`config.mk`:
```
export PLATFORM = sky130hd
export DESIGN_NAME = normalized_heatmap_colorizer_unit
export DESIGN_NICKNAME = d
export VERILOG_FILES = /design/src/design/nhc_pkg.sv /design/src/design/nhc_log2.sv /design/src/design/nhc_divider.sv /design/src/design/normalized_heatmap_colorizer_unit.sv
export SDC_FILE = /design/constraint.sdc
export NUM_CORES = 2
export LEC_CHECK = 0
export BUFFER_PORTS_ARGS = -buffer_cell sky130_fd_sc_hd__buf_2
export CORE_ASPECT_RATIO = 1.25
export CORE_MARGIN = 4
export CORE_UTILIZATION = 35
export CTS_CLUSTER_DIAMETER = 80
export DETAILED_ROUTE_END_ITERATION = 7
export PLACE_DENSITY = 0.5
export SLEW_MARGIN = 20
export SYNTH_ARGS = -nofsm -noshare
export SYNTH_HDL_FRONTEND = slang
export SYNTH_SLANG_ARGS = --single-unit
```
`constraint.sdc`:
```
create_clock -name clk -period 12.5 [get_ports clk]
set_input_delay 0 -clock clk [delete_from_list [all_inputs] [get_ports clk]]
set_output_delay 0 -clock clk [all_outputs]
set_load 0.005 [all_outputs]
```
`src/design/nhc_pkg.sv`:
```
package nhc_pkg;

    localparam logic [1:0] KIND_CLEAR    = 2'd0;
    localparam logic [1:0] KIND_MEASURE  = 2'd1;
    localparam logic [1:0] KIND_COLORIZE = 2'd2;
    localparam logic [1:0] KIND_UNUSED   = 2'd3;

    localparam int COUNT_W = 32;
    localparam int LEVEL_W = 10;
    localparam int MANT_W  = 32;
    localparam int NUM_W   = 42;
    localparam logic [LEVEL_W-1:0] LEVEL_MAX = 10'd1023;

    typedef struct packed {
        logic [7:0]         red;
        logic [7:0]         green;
        logic [7:0]         blue;
        logic [LEVEL_W-1:0] level;
    } pixel_t;

    function automatic pixel_t color_map(input logic [LEVEL_W-1:0] lv);
        pixel_t p;
        p.level = lv;
        if (lv == '0)
        begin
            p.red = 8'd255; p.green = 8'd255; p.blue = 8'd255;
        end
        else
        begin
            unique case (lv[9:8])
                2'd0:
                begin
                    p.red = 8'd0; p.green = lv[7:0]; p.blue = 8'd255;
                end
                2'd1:
                begin
                    p.red = 8'd0; p.green = 8'd255; p.blue = ~lv[7:0];
                end
                2'd2:
                begin
                    p.red = lv[7:0]; p.green = 8'd255; p.blue = 8'd0;
                end
                default:
                begin
                    p.red = 8'd255; p.green = ~lv[7:0]; p.blue = 8'd0;
                end
            endcase
        end
        return p;
    endfunction

endpackage

```
`src/design/nhc_log2.sv`:
```
module nhc_log2 #(
    parameter int FRAC_BITS = 12
) (
    input  logic                         clk,
    input  logic                         rst_n,
    input  logic                         start,
    input  logic [nhc_pkg::COUNT_W-1:0]  x,
    output logic                         done,
    output logic [FRAC_BITS+4:0]         result
);

    localparam int RES_W = FRAC_BITS + 5;
    localparam int CNT_W = $clog2(FRAC_BITS + 33);

    logic                            busy_reg, busy_next;
    logic                            norm_reg, norm_next;
    logic                            done_reg, done_next;
    logic [CNT_W-1:0]                cnt_reg, cnt_next;
    logic [nhc_pkg::COUNT_W-1:0]     m_reg, m_next;
    logic [4:0]                      e_reg, e_next;
    logic [RES_W-1:0]                res_reg, res_next;
    logic [2*nhc_pkg::COUNT_W-1:0]   sq;

    // m holds mantissa with 31 fraction bits; one squaring per step
    assign sq = 64'(m_reg) * 64'(m_reg);

    always_comb
    begin
        busy_next = busy_reg;
        norm_next = norm_reg;
        cnt_next  = cnt_reg;
        m_next    = m_reg;
        e_next    = e_reg;
        res_next  = res_reg;
        done_next = 1'b0;
        if (start)
        begin
            busy_next = 1'b1;
            norm_next = 1'b1;
            m_next    = x;
            e_next    = 5'd31;
            cnt_next  = '0;
        end
        else if (busy_reg && norm_reg)
        begin
            priority if (m_reg == '0)
            begin
                busy_next = 1'b0;
                res_next  = '0;
                done_next = 1'b1;
            end
            else if (m_reg[31])
            begin
                norm_next = 1'b0;
                res_next  = RES_W'(e_reg);
            end
            else
            begin
                m_next = {m_reg[30:0], 1'b0};
                e_next = e_reg - 5'd1;
            end
        end
        else if (busy_reg)
        begin
            res_next = {res_reg[RES_W-2:0], sq[63]};
            m_next   = sq[63] ? sq[63:32] : sq[62:31];
            cnt_next = cnt_reg + 1'b1;
            if (cnt_reg == CNT_W'(FRAC_BITS - 1))
            begin
                busy_next = 1'b0;
                done_next = 1'b1;
            end
        end
    end

    assign done   = done_reg;
    assign result = res_reg;

    always_ff @(posedge clk or negedge rst_n)
    begin
        if (!rst_n)
        begin
            busy_reg <= 1'b0;
            norm_reg <= 1'b0;
            done_reg <= 1'b0;
            cnt_reg  <= '0;
        end
        else
        begin
            busy_reg <= busy_next;
            norm_reg <= norm_next;
            done_reg <= done_next;
            cnt_reg  <= cnt_next;
        end
    end

    always_ff @(posedge clk)
    begin
        m_reg   <= m_next;
        e_reg   <= e_next;
        res_reg <= res_next;
    end

endmodule

```
`src/design/nhc_divider.sv`:
```
module nhc_divider (
    input  logic                               clk,
    input  logic                               rst_n,
    input  logic                               start,
    input  logic [nhc_pkg::MANT_W-1:0]         num,
    input  logic [nhc_pkg::MANT_W-1:0]         den,
    output logic                               done,
    output logic [nhc_pkg::LEVEL_W-1:0]        level
);

    localparam int W = nhc_pkg::NUM_W;
    localparam int CNT_W = $clog2(W + 1);

    logic                      busy_reg, busy_next;
    logic [CNT_W-1:0]          cnt_reg, cnt_next;
    logic [W-1:0]              n_reg, n_next;
    logic [nhc_pkg::MANT_W-1:0] rem_reg, rem_next;
    logic [W-1:0]              q_reg, q_next;
    logic [nhc_pkg::MANT_W-1:0] d_reg, d_next;
    logic                      zero_reg, zero_next;
    logic [nhc_pkg::MANT_W:0]  trial;
    logic [nhc_pkg::MANT_W+1:0] diff;

    // restoring division of num*1023 by den, one quotient bit per cycle
    assign trial = {rem_reg, n_reg[W-1]};
    assign diff  = {1'b0, trial} - {2'b0, d_reg};

    always_comb
    begin
        busy_next = busy_reg;
        cnt_next  = cnt_reg;
        n_next    = n_reg;
        rem_next  = rem_reg;
        q_next    = q_reg;
        d_next    = d_reg;
        zero_next = zero_reg;
        done      = 1'b0;
        if (start)
        begin
            busy_next = 1'b1;
            cnt_next  = '0;
            n_next    = ({10'd0, num} << 10) - {10'd0, num};
            rem_next  = '0;
            q_next    = '0;
            d_next    = den;
            zero_next = (num == '0) || (den == '0);
        end
        else if (busy_reg)
        begin
            n_next   = {n_reg[W-2:0], 1'b0};
            cnt_next = cnt_reg + 1'b1;
            if (!diff[nhc_pkg::MANT_W+1])
            begin
                rem_next = diff[nhc_pkg::MANT_W-1:0];
                q_next   = {q_reg[W-2:0], 1'b1};
            end
            else
            begin
                rem_next = trial[nhc_pkg::MANT_W-1:0];
                q_next   = {q_reg[W-2:0], 1'b0};
            end
            if (cnt_reg == CNT_W'(W - 1))
            begin
                busy_next = 1'b0;
                done      = 1'b1;
            end
        end
    end

    always_comb
    begin
        priority if (zero_reg)
            level = '0;
        else if (q_reg > W'(nhc_pkg::LEVEL_MAX))
            level = nhc_pkg::LEVEL_MAX;
        else if (q_reg == '0)
            level = 10'd1;
        else
            level = q_reg[nhc_pkg::LEVEL_W-1:0];
    end

    always_ff @(posedge clk or negedge rst_n)
    begin
        if (!rst_n)
        begin
            busy_reg <= 1'b0;
            cnt_reg  <= '0;
        end
        else
        begin
            busy_reg <= busy_next;
            cnt_reg  <= cnt_next;
        end
    end

    always_ff @(posedge clk)
    begin
        n_reg    <= n_next;
        rem_reg  <= rem_next;
        q_reg    <= q_next;
        d_reg    <= d_next;
        zero_reg <= zero_next;
    end

endmodule

```
`src/design/normalized_heatmap_colorizer_unit.sv`:
```
// In linear mode a colorize goes straight to a 42-step restoring divider; in log mode
// it first takes log2 of the count and then of the maximum (bit-serial normalise,
// squaring log2) and then divides. Clear, measure and unused kinds produce no result.
// No new input is taken until a colorize result is loaded; a waiting result holds the
// next colorize in its wait state, and all input stalls meanwhile.
// Reset (rst_n, asynchronous): maximum and log_scale cleared.
module normalized_heatmap_colorizer_unit #(
    parameter int LOG_FRACTION_BITS = 12
) (
    input  logic        clk,
    input  logic        rst_n,
    input  logic        s_axis_tvalid,
    output logic        s_axis_tready,
    input  logic [31:0] s_axis_tdata,  // hit_count[31:0]
    input  logic [1:0]  s_axis_tuser,  // kind[1:0]
    output logic        m_axis_tvalid,
    input  logic        m_axis_tready,
    output logic [39:0] m_axis_tdata,  // red, green, blue, level[9:0], zero pad
    input  logic        cfg_we,
    input  logic        cfg_wdata
);

    localparam int LOG_W = LOG_FRACTION_BITS + 5;
    localparam logic [2:0] ST_IDLE = 3'd0;
    localparam logic [2:0] ST_LOGX = 3'd1;
    localparam logic [2:0] ST_LOGM = 3'd2;
    localparam logic [2:0] ST_DIV  = 3'd3;
    localparam logic [2:0] ST_WAIT = 3'd4;

    logic [2:0]                    state_reg, state_next;
    logic [31:0]                   max_reg, max_next;
    logic                          log_scale_reg;
    logic [31:0]                   count_reg, count_next;
    logic [LOG_W-1:0]              logx_reg, logx_next;
    logic                          out_valid_reg, out_valid_next;
    nhc_pkg::pixel_t               pix_reg, pix_next;

    logic                          acc;
    logic                          log_start, log_done;
    logic [31:0]                   log_in;
    logic [LOG_W-1:0]              log_res;
    logic                          div_start, div_done;
    logic [31:0]                   div_num, div_den;
    logic [nhc_pkg::LEVEL_W-1:0]   div_level;

    assign s_axis_tready = (state_reg == ST_IDLE);
    assign acc = s_axis_tvalid && s_axis_tready;

    nhc_log2 #(.FRAC_BITS(LOG_FRACTION_BITS)) u_log (
        .clk(clk), .rst_n(rst_n), .start(log_start), .x(log_in),
        .done(log_done), .result(log_res)
    );

    nhc_divider u_div (
        .clk(clk), .rst_n(rst_n), .start(div_start), .num(div_num),
        .den(div_den), .done(div_done), .level(div_level)
    );

    always_comb
    begin
        state_next     = state_reg;
        max_next       = max_reg;
        count_next     = count_reg;
        logx_next      = logx_reg;
        out_valid_next = out_valid_reg;
        pix_next       = pix_reg;
        log_start      = 1'b0;
        log_in         = count_reg;
        div_start      = 1'b0;
        div_num        = count_reg;
        div_den        = max_reg;
        if (out_valid_reg && m_axis_tready)
            out_valid_next = 1'b0;
        unique case (state_reg)
            ST_IDLE:
            begin
                if (acc)
                begin
                    count_next = s_axis_tdata[31:0];
                    priority if (s_axis_tuser == nhc_pkg::KIND_CLEAR)
                        max_next = '0;
                    else if (s_axis_tuser == nhc_pkg::KIND_MEASURE)
                    begin
                        if (s_axis_tdata[31:0] > max_reg)
                            max_next = s_axis_tdata[31:0];
                    end
                    else if (s_axis_tuser == nhc_pkg::KIND_COLORIZE && max_reg != '0)
                    begin
                        if (log_scale_reg)
                        begin
                            log_start  = 1'b1;
                            log_in     = s_axis_tdata[31:0];
                            state_next = ST_LOGX;
                        end
                        else
                        begin
                            div_start  = 1'b1;
                            div_num    = s_axis_tdata[31:0];
                            state_next = ST_DIV;
                        end
                    end
                end
            end
            ST_LOGX:
            begin
                if (log_done)
                begin
                    logx_next  = log_res;
                    state_next = ST_LOGM;
                    log_start  = 1'b1;
                    log_in     = max_reg;
                end
            end
            ST_LOGM:
            begin
                if (log_done)
                begin
                    div_start  = 1'b1;
                    div_num    = 32'(logx_reg);
                    div_den    = 32'(log_res);
                    state_next = ST_DIV;
                end
            end
            ST_DIV:
            begin
                if (div_done)
                    state_next = ST_WAIT;
            end
            ST_WAIT:
            begin
                if (!out_valid_reg || m_axis_tready)
                begin
                    pix_next       = nhc_pkg::color_map(div_level);
                    out_valid_next = 1'b1;
                    state_next     = ST_IDLE;
                end
            end
            default:
                state_next = ST_IDLE;
        endcase
    end

    assign m_axis_tvalid = out_valid_reg;
    assign m_axis_tdata  = {6'd0, pix_reg.level, pix_reg.blue, pix_reg.green, pix_reg.red};

    always_ff @(posedge clk or negedge rst_n)
    begin
        if (!rst_n)
        begin
            state_reg     <= ST_IDLE;
            max_reg       <= '0;
            log_scale_reg <= 1'b0;
            out_valid_reg <= 1'b0;
        end
        else
        begin
            state_reg     <= state_next;
            max_reg       <= max_next;
            out_valid_reg <= out_valid_next;
            if (cfg_we)
                log_scale_reg <= cfg_wdata;
        end
    end

    always_ff @(posedge clk)
    begin
        count_reg <= count_next;
        logx_reg  <= logx_next;
        pix_reg   <= pix_next;
    end

    a_no_accept_busy: assert property (@(posedge clk) disable iff (!rst_n)
        state_reg != ST_IDLE |-> !s_axis_tready)
        else $error("input taken while busy");

    a_result_from_div: assert property (@(posedge clk) disable iff (!rst_n)
        $rose(out_valid_reg) |-> $past(state_reg) == ST_WAIT)
        else $error("result without division");

    a_hold_out: assert property (@(posedge clk) disable iff (!rst_n)
        out_valid_reg && !m_axis_tready |=> out_valid_reg && $stable(pix_reg))
        else $error("result dropped");

endmodule

```
==> reports/summary.txt <==
FILL cells: 14.0k
Worst path required time: 12850 ps
Vert. Die Dim: 424 microns
First-pass GRT wire length: 226 mm
Dpl hpwl: 113 mm
Worst path max stage delay: 1100 ps
Area grow syn2layout: 8.67%
Min Tclk post-route: 10830 ps
Overflow after GRT: 0
Initial antenna violation count: 4
Worst Setup End Kind: register
DRT Pass-1 Iters: 6
Finish-stage setup viols: 0
Clock Skew: 51.6 ps
TritonCTS Buffers: 43
Ports: 82
Critical R2R Launch: u_log.m_reg[7]
Uppermost layer routed: met4
R2R setup slack: 1670 ps
CP startpoint kind: register
Cells after synthesis: 5145
CTS tree: built
Cts repair resizes: 0
Clock transition at path regs: 60 ps
Share of layout cells above drive strength 1: 5.49%
Die width: 341 microns
Met1 WL: 59.3 mm
WL met2: 74.4 mm
Slew HR: 10.9%
# Max-Cap Violations: 0
Pin count of the biggest net entering global routing: 80
Post-synth EDFFs: 207
Tot GR Track Use: 20.2%
Max Freq: 0.0923 GHz
Die area: 0.145 sq mm
Warning count from the yosys run: 0
Hold-fix buffer count after cts: 38
Clk_lat worst skew: 600 ps
Post-CTS Repair Setup Buffers: 0
Worst reg2reg path depth: 28
PortBufs: 75
Reg-to-reg endpoint: u_log.m_reg[7]
Residual DRC: 0
Clock Sinks: 339
Area of the mapped netlist: 0.0485 sq mm
Nets: 6369
Vias/cell: 5.04
Critical path peak fanout: 20
RSZ-0062 raised after global routing: false
Tcrit/Tclk final: 86.6%
Critical path launch point: u_log.m_reg[7]
Seq/Total Area, Yosys: 18.8%
Starting Density: 35.2%
Post-Route WL: 144 mm
Core ar.: 0.138 sq mm
Final Wtd Congestion: 0.895
Final hold vios: 0
Critical Path AT: 11180 ps
Hold crit path type: in2async
Unique masters post-synth: 90
Routed Antenna Nets: 0
Async S/R FF share, synth: 15.6%
CTS H-tree lvls: 2
CP max stage cell: edfxtp_1
CTS Root Cell: clkbuf_16
# rows: 152
Initial DRC Count: 1964
Setup_tns: 0 ps
Wire per inst: 20.5 microns
Setup CP Type: reg2reg
Status: finished clean
Routed via count: 35.4k
Final Slew Violations: 0
Syn_area_per_cell: 9.42 sq um
Most used DFF post-synth: edfxtp_1
Synthesized flop and latch total: 339
Crit path top cell by count: fa_1
Clock buffer depth: 3
Vias in the first global route: 38.3k
Worst-Margin Slew: 1320 ps
Met3 routed WL: 5.69 mm
-- metal layers --
| metal | vias up | track usage, % |
|---|---|---|
| met1 | 18100 | 25.1 |
| met3 | 228 | 2.11 |
| met4 | 0 | 5.60 |
| met5 | - | 0 |
| met2 | 752 | 37.1 |
| li1 | 16400 | - |
-- cell families (layout without fill, tap and decap cells) --
family | Yosys count | count (layout) | share of synthesized area (%)
flops | 339 | 339 | 18.8
compound gates | 709 | 709 | 9.49
buf+inv | 1339 | 1364 | 10.4
simple gates | 1277 | 1277 | 12.6
fa+ha+maj | 1187 | 1187 | 42.9
mux | 137 | 137 | 2.89
xor+xnor | 156 | 156 | 2.82
other cells | 1 | 12 | 0.00774
-- worst max path at each step --
stage	to	cells past startpoint	slack, ps
6_report	u_log.m_reg[7]	28	1670
5_1_grt	u_log.m_reg[7]	28	1210
4_1_cts	u_log.m_reg[7]	28	1860
3_5_place_dp	u_log.m_reg[7]	28	1850
3_3_place_gp	u_log.m_reg[7]	28	2100
2_1_floorplan	u_log.m_reg[2]	29	3850
-- stage by stage --
stage | hold WS (ps) | cell area, sq um | util, % | setup slack [ps] | cells
2_1_floorplan | -296 | 48500 | - | 3850 | 5150
3_3_place_gp | 205 | 50800 | 37.0 | 2100 | 6907
3_5_place_dp | 212 | 50800 | 37.0 | 1850 | 6907
4_1_cts | 126 | 52700 | 38.3 | 1860 | 7023
5_1_grt | 181 | 52700 | 38.3 | 1210 | 7024
6_report | 121 | 52700 | 38.3 | 1670 | 7029
-- cell usage after synthesis (all sizes together), types with 29 or more instances --
cell type	instances	area share [%]
nand2	465	3.6
clkbuf	215	1.7
xor2	63	1.1
ha	395	10
edfxtp	207	13
inv	1101	8.5
mux2i	112	2.3
xnor2	93	1.7
o21ai	162	1.7
a222oi	30	0.62
a21o	66	1.0
fa	792	33
nor4	32	0.41
a211oi	29	0.45
nand4	41	0.53
nor3	31	0.35
nor2	291	2.3
nor2b	34	0.44
nand3	32	0.33
and2	253	3.3
a21oi	216	2.3
dfxtp	79	3.3
dfrtp	53	2.7
-- worst max-delay path, delay by kind of cell (launching register included) --
| family | cells | cell delay (ps) |
|---|---|---|
| xor+xnor | 1 | 870 |
| compound gates | 8 | 2710 |
| buf+inv | 6 | 710 |
| flops | 1 | 1100 |
| fa+ha+maj | 9 | 4430 |
| simple gates | 3 | 480 |
| mux | 1 | 260 |
-- cell usage in the layout (no fill, tap or decap), types with 30 or more instances in the layout --
cell type / count
xor2_1: 62
inv_1: 1100
a21oi_1: 215
nor2_1: 289
and2_1: 251
buf_4: 71
fa_1: 792
mux2i_1: 112
dlygate4sd3_1: 38
dfrtp_1: 52
nand4_1: 41
nor2b_1: 34
clkbuf_16: 44
nand2_1: 464
ha_1: 395
nor4_1: 32
dfxtp_1: 79
a222oi_1: 30
o21ai_0: 120
a21o_1: 66
nand3_1: 32
buf_2: 75
edfxtp_1: 207
o21ai_1: 42
xnor2_1: 92
-- cell type report --
class,instances,area (sq um),area share [%]
Clock buffer,58,1220,2.32
Timing Repair Buffer,184,1290,2.45
Inverter,1102,4140,7.86
Multi-Input combinational cell,3472,34400,65.2
Antenna cell,6,15.0,0.0285
Clock inverter,20,203,0.385
Sequential cell,339,9130,17.3
Tap cell,1848,2310,4.39
Power is not shown: default switching activity piles up to over one toggle a cycle in this logic, so the estimate is an artifact.
